### src/rtl/xsr_pkg.sv
// shared types, constants and helper functions of the xorshift range generator
package xsr_pkg;

    localparam int DataWidth = 64;
    localparam int AddrWidth = 4;
    localparam int IterWidth = 7;

    // generator state after reset and output multiplier after reset
    localparam logic [DataWidth-1:0] StateAtReset = 64'h74a1eb62bf6b40f9;
    localparam logic [DataWidth-1:0] MultAtReset  = 64'd2685821657736338717;

    // register byte addresses
    localparam logic [AddrWidth-1:0] AddrOutputMult = 4'h0;

    // status codes
    localparam logic [1:0] StatusOk        = 2'd0;
    localparam logic [1:0] StatusZeroSeed  = 2'd1;
    localparam logic [1:0] StatusBadBounds = 2'd2;

    // requested action
    typedef enum logic [2:0] {
        ACT_BOOL  = 3'd0,
        ACT_RAW   = 3'd1,
        ACT_BELOW = 3'd2,
        ACT_RANGE = 3'd3,
        ACT_SEED  = 3'd4
    } action_t;

    // sequencer states
    typedef enum logic [2:0] {
        ST_IDLE,
        ST_CHECK,
        ST_MUL,
        ST_DIV,
        ST_FIN
    } fsm_state_t;

    // command to a serial unit
    typedef struct packed {
        logic       start;
        logic [1:0] width_sel;
    } unit_cmd_t;

    // status from a serial unit
    typedef struct packed {
        logic busy;
        logic done;
    } unit_sts_t;

    // number of result bits for a width code
    function automatic logic [IterWidth-1:0] width_bits(input logic [1:0] sel);
        width_bits = 7'd8 << sel;
    endfunction

    // mask of the result bits for a width code
    function automatic logic [DataWidth-1:0] width_mask(input logic [1:0] sel);
        logic [DataWidth-1:0] m;
        case (sel)
            2'd0: m = 64'h0000_0000_0000_00ff;
            2'd1: m = 64'h0000_0000_0000_ffff;
            2'd2: m = 64'h0000_0000_ffff_ffff;
            default: m = 64'hffff_ffff_ffff_ffff;
        endcase
        width_mask = m;
    endfunction

    // one xorshift step: left 21, arithmetic right 27, left 37
    function automatic logic [DataWidth-1:0] advance(input logic [DataWidth-1:0] s);
        logic [DataWidth-1:0] s1;
        logic [DataWidth-1:0] s2;
        s1 = s ^ (s << 21);
        s2 = s1 ^ {{27{s1[63]}}, s1[63:27]};
        advance = s2 ^ (s2 << 37);
    endfunction

endpackage

### src/rtl/xsr_mul.sv
// bit-serial shift-and-add multiplier, product kept modulo two to the 64
module xsr_mul (
    input  logic                          aclk,
    input  logic                          aresetn,
    input  xsr_pkg::unit_cmd_t            cmd,
    input  logic [xsr_pkg::DataWidth-1:0] mcand_in,
    input  logic [xsr_pkg::DataWidth-1:0] mplier_in,
    output xsr_pkg::unit_sts_t            sts,
    output logic [xsr_pkg::DataWidth-1:0] product
);

    logic [xsr_pkg::DataWidth-1:0] acc_reg, acc_next;
    logic [xsr_pkg::DataWidth-1:0] mcand_reg, mcand_next;
    logic [xsr_pkg::DataWidth-1:0] mplier_reg, mplier_next;
    logic [xsr_pkg::IterWidth-1:0] cnt_reg, cnt_next;
    logic                          busy_reg, busy_next;
    logic                          done_reg, done_next;

    // one multiplier bit per cycle, lowest first; only the low W bits are needed
    always_comb begin
        acc_next    = acc_reg;
        mcand_next  = mcand_reg;
        mplier_next = mplier_reg;
        cnt_next    = cnt_reg;
        busy_next   = busy_reg;
        done_next   = 1'b0;
        if (cmd.start) begin
            acc_next    = '0;
            mcand_next  = mcand_in;
            mplier_next = mplier_in;
            cnt_next    = xsr_pkg::width_bits(cmd.width_sel);
            busy_next   = 1'b1;
        end else if (busy_reg) begin
            if (mplier_reg[0]) begin
                acc_next = acc_reg + mcand_reg;
            end
            mcand_next  = mcand_reg << 1;
            mplier_next = mplier_reg >> 1;
            cnt_next    = cnt_reg - 7'd1;
            if (cnt_reg == 7'd1) begin
                busy_next = 1'b0;
                done_next = 1'b1;
            end
        end
    end

    // control registers
    always_ff @(posedge aclk) begin
        if (!aresetn) begin
            busy_reg <= 1'b0;
            done_reg <= 1'b0;
            cnt_reg  <= '0;
        end else begin
            busy_reg <= busy_next;
            done_reg <= done_next;
            cnt_reg  <= cnt_next;
        end
    end

    // datapath registers
    always_ff @(posedge aclk) begin
        acc_reg    <= acc_next;
        mcand_reg  <= mcand_next;
        mplier_reg <= mplier_next;
    end

    assign sts.busy = busy_reg;
    assign sts.done = done_reg;
    assign product  = acc_reg;

endmodule

### src/rtl/xsr_div.sv
// bit-serial restoring divider returning the remainder only
module xsr_div (
    input  logic                          aclk,
    input  logic                          aresetn,
    input  xsr_pkg::unit_cmd_t            cmd,
    input  logic [xsr_pkg::DataWidth-1:0] dividend_in,
    input  logic [xsr_pkg::DataWidth-1:0] divisor_in,
    output xsr_pkg::unit_sts_t            sts,
    output logic [xsr_pkg::DataWidth-1:0] remainder
);

    logic [xsr_pkg::DataWidth-1:0] rem_reg, rem_next;
    logic [xsr_pkg::DataWidth-1:0] dvd_reg, dvd_next;
    logic [xsr_pkg::DataWidth-1:0] dsr_reg, dsr_next;
    logic [xsr_pkg::IterWidth-1:0] cnt_reg, cnt_next;
    logic                          busy_reg, busy_next;
    logic                          done_reg, done_next;
    logic [xsr_pkg::DataWidth:0]   trial;
    logic [xsr_pkg::DataWidth:0]   diff;
    logic [xsr_pkg::DataWidth-1:0] dvd_aligned;

    // dividend top-aligned so that W steps cover its W bits
    always_comb begin
        case (cmd.width_sel)
            2'd0: dvd_aligned = {dividend_in[7:0], 56'd0};
            2'd1: dvd_aligned = {dividend_in[15:0], 48'd0};
            2'd2: dvd_aligned = {dividend_in[31:0], 32'd0};
            default: dvd_aligned = dividend_in;
        endcase
    end

    // one dividend bit per cycle: shift in, subtract divisor when it fits
    always_comb begin
        trial     = {rem_reg, dvd_reg[xsr_pkg::DataWidth-1]};
        diff      = trial - {1'b0, dsr_reg};
        rem_next  = rem_reg;
        dvd_next  = dvd_reg;
        dsr_next  = dsr_reg;
        cnt_next  = cnt_reg;
        busy_next = busy_reg;
        done_next = 1'b0;
        if (cmd.start) begin
            rem_next  = '0;
            dvd_next  = dvd_aligned;
            dsr_next  = divisor_in;
            cnt_next  = xsr_pkg::width_bits(cmd.width_sel);
            busy_next = 1'b1;
        end else if (busy_reg) begin
            if (trial >= {1'b0, dsr_reg}) begin
                rem_next = diff[xsr_pkg::DataWidth-1:0];
            end else begin
                rem_next = trial[xsr_pkg::DataWidth-1:0];
            end
            dvd_next = dvd_reg << 1;
            cnt_next = cnt_reg - 7'd1;
            if (cnt_reg == 7'd1) begin
                busy_next = 1'b0;
                done_next = 1'b1;
            end
        end
    end

    // control registers
    always_ff @(posedge aclk) begin
        if (!aresetn) begin
            busy_reg <= 1'b0;
            done_reg <= 1'b0;
            cnt_reg  <= '0;
        end else begin
            busy_reg <= busy_next;
            done_reg <= done_next;
            cnt_reg  <= cnt_next;
        end
    end

    // datapath registers
    always_ff @(posedge aclk) begin
        rem_reg <= rem_next;
        dvd_reg <= dvd_next;
        dsr_reg <= dsr_next;
    end

    assign sts.busy  = busy_reg;
    assign sts.done  = done_reg;
    assign remainder = rem_reg;

endmodule

### src/rtl/xorshift_star_range_generator.sv
// xorshift generator with a multiplied output word: raw, boolean, bounded and ranged draws
//
// One transaction is worked on at a time. Seed loads, boolean draws,
// rejected bounds and unused actions go from the check state straight to
// the finish state; raw draws pass through the multiplier first, and
// bounded or ranged draws through the multiplier and then the divider.
// With W the selected width (8, 16, 32 or 64), the output word comes from
// a serial multiplier that takes one multiplier bit per cycle over W bits,
// and the range reduction from a serial restoring divider that takes one
// dividend bit per cycle over W bits. A finished result waits in the
// output register while the next transaction is accepted. The output
// multiplier is written through the register port at address 0.
module xorshift_star_range_generator (
    input  logic                            aclk,
    input  logic                            aresetn,
    // request channel
    input  logic                            s_tvalid,
    output logic                            s_tready,
    // lower_bound [63:0], upper_bound [127:64], seed_value [191:128]
    input  logic [191:0]                    s_tdata,
    // action [2:0], width_select [4:3], signed_mode [5]
    input  logic [5:0]                      s_tuser,
    // result channel
    output logic                            m_tvalid,
    input  logic                            m_tready,
    // value [63:0]
    output logic [63:0]                     m_tdata,
    // status [1:0]
    output logic [1:0]                      m_tuser,
    // register port
    input  logic                            psel,
    input  logic                            penable,
    input  logic                            pwrite,
    input  logic [xsr_pkg::AddrWidth-1:0]   paddr,
    input  logic [xsr_pkg::DataWidth-1:0]   pwdata,
    output logic [xsr_pkg::DataWidth-1:0]   prdata,
    output logic                            pready
);

    xsr_pkg::fsm_state_t fsm_reg, fsm_next;

    logic [2:0]                    action_reg;
    logic [1:0]                    sel_reg;
    logic                          sgn_reg;
    logic [xsr_pkg::DataWidth-1:0] lower_reg;
    logic [xsr_pkg::DataWidth-1:0] upper_reg;
    logic [xsr_pkg::DataWidth-1:0] seed_reg;
    logic [xsr_pkg::DataWidth-1:0] span_reg;
    logic [xsr_pkg::DataWidth-1:0] gen_state_reg;
    logic [xsr_pkg::DataWidth-1:0] mult_reg;
    logic [xsr_pkg::DataWidth-1:0] res_value_reg;
    logic [1:0]                    res_status_reg;
    logic                          m_valid_reg;
    logic [xsr_pkg::DataWidth-1:0] m_data_reg;
    logic [1:0]                    m_user_reg;

    logic                          in_accept;
    logic                          cfg_write;
    logic [xsr_pkg::DataWidth-1:0] in_mask;
    logic [xsr_pkg::DataWidth-1:0] mask;
    logic [xsr_pkg::DataWidth-1:0] sign_bit;
    logic [xsr_pkg::DataWidth-1:0] cmp_upper;
    logic [xsr_pkg::DataWidth-1:0] cmp_lower;
    logic                          bad_bounds;
    logic [xsr_pkg::DataWidth-1:0] span_calc;
    logic [xsr_pkg::DataWidth-1:0] adv_state;
    logic [xsr_pkg::DataWidth-1:0] raw_word;
    logic [xsr_pkg::DataWidth-1:0] range_value;
    logic [xsr_pkg::DataWidth-1:0] mul_product;
    logic [xsr_pkg::DataWidth-1:0] div_rem;

    xsr_pkg::unit_cmd_t mul_cmd, div_cmd;
    xsr_pkg::unit_sts_t mul_sts, div_sts;

    // sequencer outputs
    logic                          adv_en;
    logic                          seed_en;
    logic                          span_en;
    logic                          res_load;
    logic [xsr_pkg::DataWidth-1:0] res_value_d;
    logic [1:0]                    res_status_d;
    logic                          out_load;

    assign in_accept = s_tvalid && s_tready;
    assign cfg_write = psel && penable && pwrite && pready;

    // bound checks, span, next generator state and draw values for the held transaction
    always_comb begin
        in_mask   = xsr_pkg::width_mask(s_tuser[4:3]);
        mask      = xsr_pkg::width_mask(sel_reg);
        sign_bit  = {1'b0, mask[xsr_pkg::DataWidth-1:1]} + 64'd1;
        cmp_upper = sgn_reg ? (upper_reg ^ sign_bit) : upper_reg;
        cmp_lower = sgn_reg ? (lower_reg ^ sign_bit) : lower_reg;
        if (action_reg == xsr_pkg::ACT_BELOW) begin
            bad_bounds = (upper_reg == '0) || (sgn_reg && ((upper_reg & sign_bit) != '0));
            span_calc  = upper_reg;
        end else begin
            bad_bounds = cmp_upper <= cmp_lower;
            span_calc  = (upper_reg - lower_reg) & mask;
        end
        adv_state = xsr_pkg::advance(gen_state_reg);
        raw_word  = mul_product & mask & ~(sgn_reg ? sign_bit : '0);
        if (action_reg == xsr_pkg::ACT_BELOW) begin
            range_value = div_rem & mask;
        end else begin
            range_value = (lower_reg + div_rem) & mask;
        end
    end

    // next state
    always_comb begin
        fsm_next = fsm_reg;
        case (fsm_reg)
            xsr_pkg::ST_IDLE: begin
                if (in_accept) begin
                    fsm_next = xsr_pkg::ST_CHECK;
                end
            end
            xsr_pkg::ST_CHECK: begin
                case (action_reg)
                    xsr_pkg::ACT_RAW: fsm_next = xsr_pkg::ST_MUL;
                    xsr_pkg::ACT_BELOW, xsr_pkg::ACT_RANGE: begin
                        fsm_next = bad_bounds ? xsr_pkg::ST_FIN : xsr_pkg::ST_MUL;
                    end
                    default: fsm_next = xsr_pkg::ST_FIN;
                endcase
            end
            xsr_pkg::ST_MUL: begin
                if (mul_sts.done) begin
                    fsm_next = (action_reg == xsr_pkg::ACT_RAW) ?
                               xsr_pkg::ST_FIN : xsr_pkg::ST_DIV;
                end
            end
            xsr_pkg::ST_DIV: begin
                if (div_sts.done) begin
                    fsm_next = xsr_pkg::ST_FIN;
                end
            end
            xsr_pkg::ST_FIN: begin
                if (!m_valid_reg || m_tready) begin
                    fsm_next = xsr_pkg::ST_IDLE;
                end
            end
            default: fsm_next = xsr_pkg::ST_IDLE;
        endcase
    end

    // sequencer outputs
    always_comb begin
        adv_en            = 1'b0;
        seed_en           = 1'b0;
        span_en           = 1'b0;
        res_load          = 1'b0;
        res_value_d       = '0;
        res_status_d      = xsr_pkg::StatusOk;
        out_load          = 1'b0;
        mul_cmd.start     = 1'b0;
        mul_cmd.width_sel = sel_reg;
        div_cmd.start     = 1'b0;
        div_cmd.width_sel = sel_reg;
        s_tready          = 1'b0;
        case (fsm_reg)
            xsr_pkg::ST_IDLE: begin
                s_tready = 1'b1;
            end
            xsr_pkg::ST_CHECK: begin
                res_load = 1'b1;
                span_en  = 1'b1;
                case (action_reg)
                    xsr_pkg::ACT_BOOL: begin
                        adv_en      = 1'b1;
                        res_value_d = {63'd0, ~adv_state[0]};
                    end
                    xsr_pkg::ACT_RAW: begin
                        adv_en        = 1'b1;
                        mul_cmd.start = 1'b1;
                    end
                    xsr_pkg::ACT_BELOW, xsr_pkg::ACT_RANGE: begin
                        if (bad_bounds) begin
                            res_status_d = xsr_pkg::StatusBadBounds;
                        end else begin
                            adv_en        = 1'b1;
                            mul_cmd.start = 1'b1;
                        end
                    end
                    xsr_pkg::ACT_SEED: begin
                        if (seed_reg == '0) begin
                            res_status_d = xsr_pkg::StatusZeroSeed;
                        end else begin
                            seed_en = 1'b1;
                        end
                    end
                    default: ;
                endcase
            end
            xsr_pkg::ST_MUL: begin
                if (mul_sts.done) begin
                    if (action_reg == xsr_pkg::ACT_RAW) begin
                        res_load    = 1'b1;
                        res_value_d = mul_product & mask;
                    end else begin
                        div_cmd.start = 1'b1;
                    end
                end
            end
            xsr_pkg::ST_DIV: begin
                if (div_sts.done) begin
                    res_load    = 1'b1;
                    res_value_d = range_value;
                end
            end
            xsr_pkg::ST_FIN: begin
                out_load = !m_valid_reg || m_tready;
            end
            default: ;
        endcase
    end

    // serial multiplier: state times output multiplier
    xsr_mul u_mul (
        .aclk      (aclk),
        .aresetn   (aresetn),
        .cmd       (mul_cmd),
        .mcand_in  (mult_reg),
        .mplier_in (adv_state),
        .sts       (mul_sts),
        .product   (mul_product)
    );

    // serial divider: raw word modulo span
    xsr_div u_div (
        .aclk        (aclk),
        .aresetn     (aresetn),
        .cmd         (div_cmd),
        .dividend_in (raw_word),
        .divisor_in  (span_reg),
        .sts         (div_sts),
        .remainder   (div_rem)
    );

    // control and architectural state
    always_ff @(posedge aclk) begin
        if (!aresetn) begin
            fsm_reg       <= xsr_pkg::ST_IDLE;
            m_valid_reg   <= 1'b0;
            gen_state_reg <= xsr_pkg::StateAtReset;
            mult_reg      <= xsr_pkg::MultAtReset;
        end else begin
            fsm_reg <= fsm_next;
            if (out_load) begin
                m_valid_reg <= 1'b1;
            end else if (m_tready) begin
                m_valid_reg <= 1'b0;
            end
            if (adv_en) begin
                gen_state_reg <= adv_state;
            end else if (seed_en) begin
                gen_state_reg <= seed_reg;
            end
            if (cfg_write && (paddr == xsr_pkg::AddrOutputMult)) begin
                mult_reg <= pwdata;
            end
        end
    end

    // transaction and result payload
    always_ff @(posedge aclk) begin
        if (in_accept) begin
            action_reg <= s_tuser[2:0];
            sel_reg    <= s_tuser[4:3];
            sgn_reg    <= s_tuser[5];
            lower_reg  <= s_tdata[63:0] & in_mask;
            upper_reg  <= s_tdata[127:64] & in_mask;
            seed_reg   <= s_tdata[191:128];
        end
        if (span_en) begin
            span_reg <= span_calc;
        end
        if (res_load) begin
            res_value_reg  <= res_value_d;
            res_status_reg <= res_status_d;
        end
        if (out_load) begin
            m_data_reg <= res_value_reg;
            m_user_reg <= res_status_reg;
        end
    end

    assign m_tvalid = m_valid_reg;
    assign m_tdata  = m_data_reg;
    assign m_tuser  = m_user_reg;

    // register read
    assign pready = 1'b1;
    assign prdata = (paddr == xsr_pkg::AddrOutputMult) ? mult_reg : '0;

    // checks
    a_state_nonzero: assert property (@(posedge aclk) disable iff (!aresetn)
        gen_state_reg != '0)
        else $error("generator state became zero");

    a_accept_to_check: assert property (@(posedge aclk) disable iff (!aresetn)
        in_accept |=> (fsm_reg == xsr_pkg::ST_CHECK))
        else $error("accepted transaction not checked next cycle");

    a_units_exclusive: assert property (@(posedge aclk) disable iff (!aresetn)
        !(mul_sts.busy && div_sts.busy))
        else $error("multiplier and divider busy together");

    a_status_code: assert property (@(posedge aclk) disable iff (!aresetn)
        m_tvalid |-> (m_tuser != 2'd3))
        else $error("undefined status code");

endmodule

### config.mk
export PLATFORM = sky130hd
export DESIGN_NAME = xorshift_star_range_generator
export DESIGN_NICKNAME = d
export VERILOG_FILES = /design/src/rtl/xsr_pkg.sv /design/src/rtl/xsr_mul.sv /design/src/rtl/xsr_div.sv /design/src/rtl/xorshift_star_range_generator.sv
export SDC_FILE = /design/constraint.sdc
export NUM_CORES = 2
export LEC_CHECK = 0
export ABC_AREA = 1
export BUFFER_PORTS_ARGS = -buffer_cell sky130_fd_sc_hd__buf_2
export CORE_MARGIN = 2
export CORE_UTILIZATION = 50
export CTS_BUF_LIST = sky130_fd_sc_hd__clkbuf_8
export DETAILED_ROUTE_END_ITERATION = 12
export GPL_TIMING_DRIVEN = 1
export PLACE_DENSITY = 0.64
export SETUP_SLACK_MARGIN = 0.5
export SLEW_MARGIN = 10
export SYNTH_ARGS = -nofsm -noshare
export SYNTH_HDL_FRONTEND = slang
export SYNTH_SLANG_ARGS = --single-unit
### constraint.sdc
create_clock -name aclk -period 26.3 [get_ports aclk]
set_input_delay 7.89 -clock aclk [delete_from_list [all_inputs] [get_ports aclk]]
set_output_delay 7.89 -clock aclk [all_outputs]
set_load 0.02 [all_outputs]
==> results by group <==
Synthesis
  – Compound-Gate Fraction of Synth Area: 0.1466
  – Ranking of synthesized cells by area: edfxtp_1 34%, nand2_1 10%, dfxtp_1 9.7%, inv_1 7.0%, nor2_1 5.8%
  – Post-synth top area share: 0.3398
  – Mapped Area: 57450 um^2
  – Main combinational cell family by area after synthesis: simple AND/OR/NAND/NOR gates
  – Mapped Cells: 7514
  – Flops & latches, synth: 928
  – Sequential share of the synthesized area: 0.4367
  – Yosys top cell by area: edfxtp_1
  – Top FF cell, synth: edfxtp_1
  – Mean post-synth cell area: 7.645 um^2
  – Adder-cell share of the synthesized area: 0.05846
  – Post-Synth Simple-Gate Area: 0.2338
  – Syn Nets: 8053
  – Xor/xnor share of the synthesized area: 0.03596
  – Mux contribution to synthesized area: 0
  – Yosys warns: 0
  – Async SR Flop Fraction: 0
  – Yosys cell types: 59
  – Post-synth EDFFs: 650
  – Most instantiated cells after synthesis: 1584 x nand2_1, 1076 x inv_1, 883 x nor2_1
  – Most common cell in the synthesized netlist: nand2_1

Clocking
  – Post-cts sizing count: 0
  – Clk buf depth: 3
  – Hold_buf cts: 0
  – Clock buffer count from CTS: 157
  – CTS root buf: clkbuf_8
  – # clock sinks: 928
  – CTS tree: built
  – Post CTS Setup Buffer Count: 0
  – Clock slew at reported path FFs: 60 ps
  – Worst-Skew Late Latency: 930 ps
  – H-tree lvl count: 4

Power
  – Total power density per cell area: 100.5 nW/um^2
  – Leak: 28.69 nW
  – Peak VDD IR: 0.00008655 V

Floorplan
  – IO Pins: 406
  – Die H: 343.0 um
  – Initial Util: 0.5031
  – Rows: 124
  – Core box area: 114200 um^2
  – Die width: 343.0 um
  – Die Area: 117600 um^2

Detailed routing
  – Vias per inst: 5.778
  – Via count: 55110
  – WL final: 234100 um
  – Drt initial violations: 6699
  – DRC viols: 0
  – Final ANT Viol Nets: 0
  – DRT Pass-1 Iters: 8
  – Wirelength per Cell: 24.54 um

Critical path
  – CP top delay family: buffers and inverters
  – CP startpoint kind: input pin
  – CP max stage cell: inv_2
  – Critical Path RT: 18410 ps
  – CP Max Fanout: 64
  – Critical path's most frequent cell: buf_2
  – CP bufs+invs: 3
  – Peak per-stage delay on the critical path: 490 ps
  – Critical path arrival: 9370 ps
  – Worst setup path category: in -> out
  – Cell chain of the critical path: buf_2, nor4_1, inv_2, nor2_1, buf_2
  – Worst setup EP type: output pin

STA
  – Skew final: 59.42 ps
  – RSZ-0062 raised after global routing: false
  – Fmax: 57.93 MHz
  – Min Tclk post-route: 17260 ps
  – Slew at the pin with the worst max-slew slack: 1210 ps
  – Post-route setup TNS: 0 ps
  – Slew headroom: 0.1847
  – Final setup viols: 0
  – Final number of hold-violating endpoints: 0
  – Final worst path period share: 0.6564
  – Slew Viols, Final: 0

Placement
  – HPWL after DPL: 190300 um
  – Area post-placement: 60760 um^2
  – IO Port Bufs: 404
  – Cells after DPL: 9244
  – Routability congestion estimate: 1.088

Cells and area
  – Layout net count: 8430
  – Layout Area Growth over Synthesis: 11.28%
  – Filler Cell Count: 11100
  – Storage element area: 25080 um^2
  – Fin area: 63920 um^2
  – Final core occ: 0.5598
  – Share of layout cells above drive strength 1: 0.09125
  – Final Non-Filler Cells: 9539
  – Footprint of the multi-input gates: 27380 um^2

Status
  – Status: complete, no violations

Global routing
  – Pin count of the biggest net entering global routing: 103
  – GRT overflow: 0
  – Gr usage total: 0.3910
  – First-pass GRT wire length: 335800 um
  – Vias in the first global route: 50950
  – Antenna violations before repair: 14

Hold path
  – HP Class: reg -> reg

Flow run
  – Max Cap Viol: 0
worst paths after layout:
check / startpoint / endpoint / slack [ps] / cells after the start
worst min-delay path: span_reg[9] / u_div.dsr_reg[9] / 410 / 0
worst min register to register: span_reg[9] / u_div.dsr_reg[9] / 410 / 0
worst max register to register: sel_reg[1] / u_mul.mcand_reg[25] / 18710 / 18
worst max-delay path: paddr[1] / prdata[63] / 9040 / 5
per-stage QoR:
stage	hold slack, ps	power [mW]	setup WS, ps
CTS	411.0	6.343	9074
floorplan	400.3	4.052	9477
detailed placement	404.5	5.022	9079
global route	421.7	6.753	8920
finish	411.6	6.427	9038
global placement	401.5	4.996	9184
cell type report:
cell class / instances / share of cell area
timing repair buffer: 444 / 0.03633
sequential: 928 / 0.3924
antenna: 5 / 0.0001957
clock buffer: 168 / 0.03617
clock inverter: 122 / 0.01306
tap: 1512 / 0.02960
inverter: 1087 / 0.06385
multi-input combinational: 5273 / 0.4284
report_power, final:
part | internal, mW | switching (mW) | total, mW
clock | 0.680 | 0.642 | 1.32
combinational | 0.804 | 1.89 | 2.69
sequential | 2.05 | 0.368 | 2.42
total | 3.53 | 2.90 | 6.43
worst register-to-register path, cell delays in order (launching register included):
cell	delay, ps
edfxtp_1	1070
nand2_1	890
inv_1	350
ha_1	280
nand2_1	60
nand2_1	110
ha_1	360
nand3_1	130
nor2_1	210
nand2_1	110
nor2_1	330
nand2_1	100
nand2_1	60
nand2_1	60
nand2_2	60
buf_4	510
nand3_4	700
nand2_4	940
buf_4	830
placed cells by master (no fill, tap or decap), types with 16 or more instances in the layout:
master,synthesis,final
xnor2_1,128,128
clkbuf_8,0,168
a21oi_1,505,505
or2_2,26,26
nand2_1,1584,1581
nand3b_1,41,41
nor2_1,883,877
nor3_1,67,66
nor4_1,23,22
o21ai_0,595,595
o21a_1,18,18
buf_4,6,40
o21ai_1,118,118
xor2_1,106,106
o211ai_1,21,21
o21bai_1,55,55
dfxtp_1,278,278
clkinv_2,0,22
nand4_1,72,72
ha_1,262,262
clkinv_1,1,17
buf_2,62,404
a21boi_0,16,16
edfxtp_1,650,650
nand3_1,509,508
a31oi_1,63,63
a21o_1,60,60
o22ai_1,25,25
inv_1,1076,1134
per-layer routing:
metal  wire (um)  part of all wire  global-route usage  vias up
li1            -                 -                   -    25820
met1       98950              0.42              0.5508    25900
met2       95500              0.41              0.5556     2897
met3       27590              0.12              0.1098      488
met4       11980             0.051              0.1794        8
met5          46           0.00020                   0        -
kinds of logic (layout without fill, tap and decap cells):
| logic type | count (synthesis) | count (layout) |
|---|---|---|
| simple gates | 3236 | 3236 |
| flops | 928 | 928 |
| other cells | 1 | 6 |
| fa+ha+maj | 266 | 266 |
| xor+xnor | 235 | 235 |
| compound gates | 1535 | 1535 |
| buf+inv | 1313 | 1821 |
Note: power is estimated with default switching activity, not from simulation.
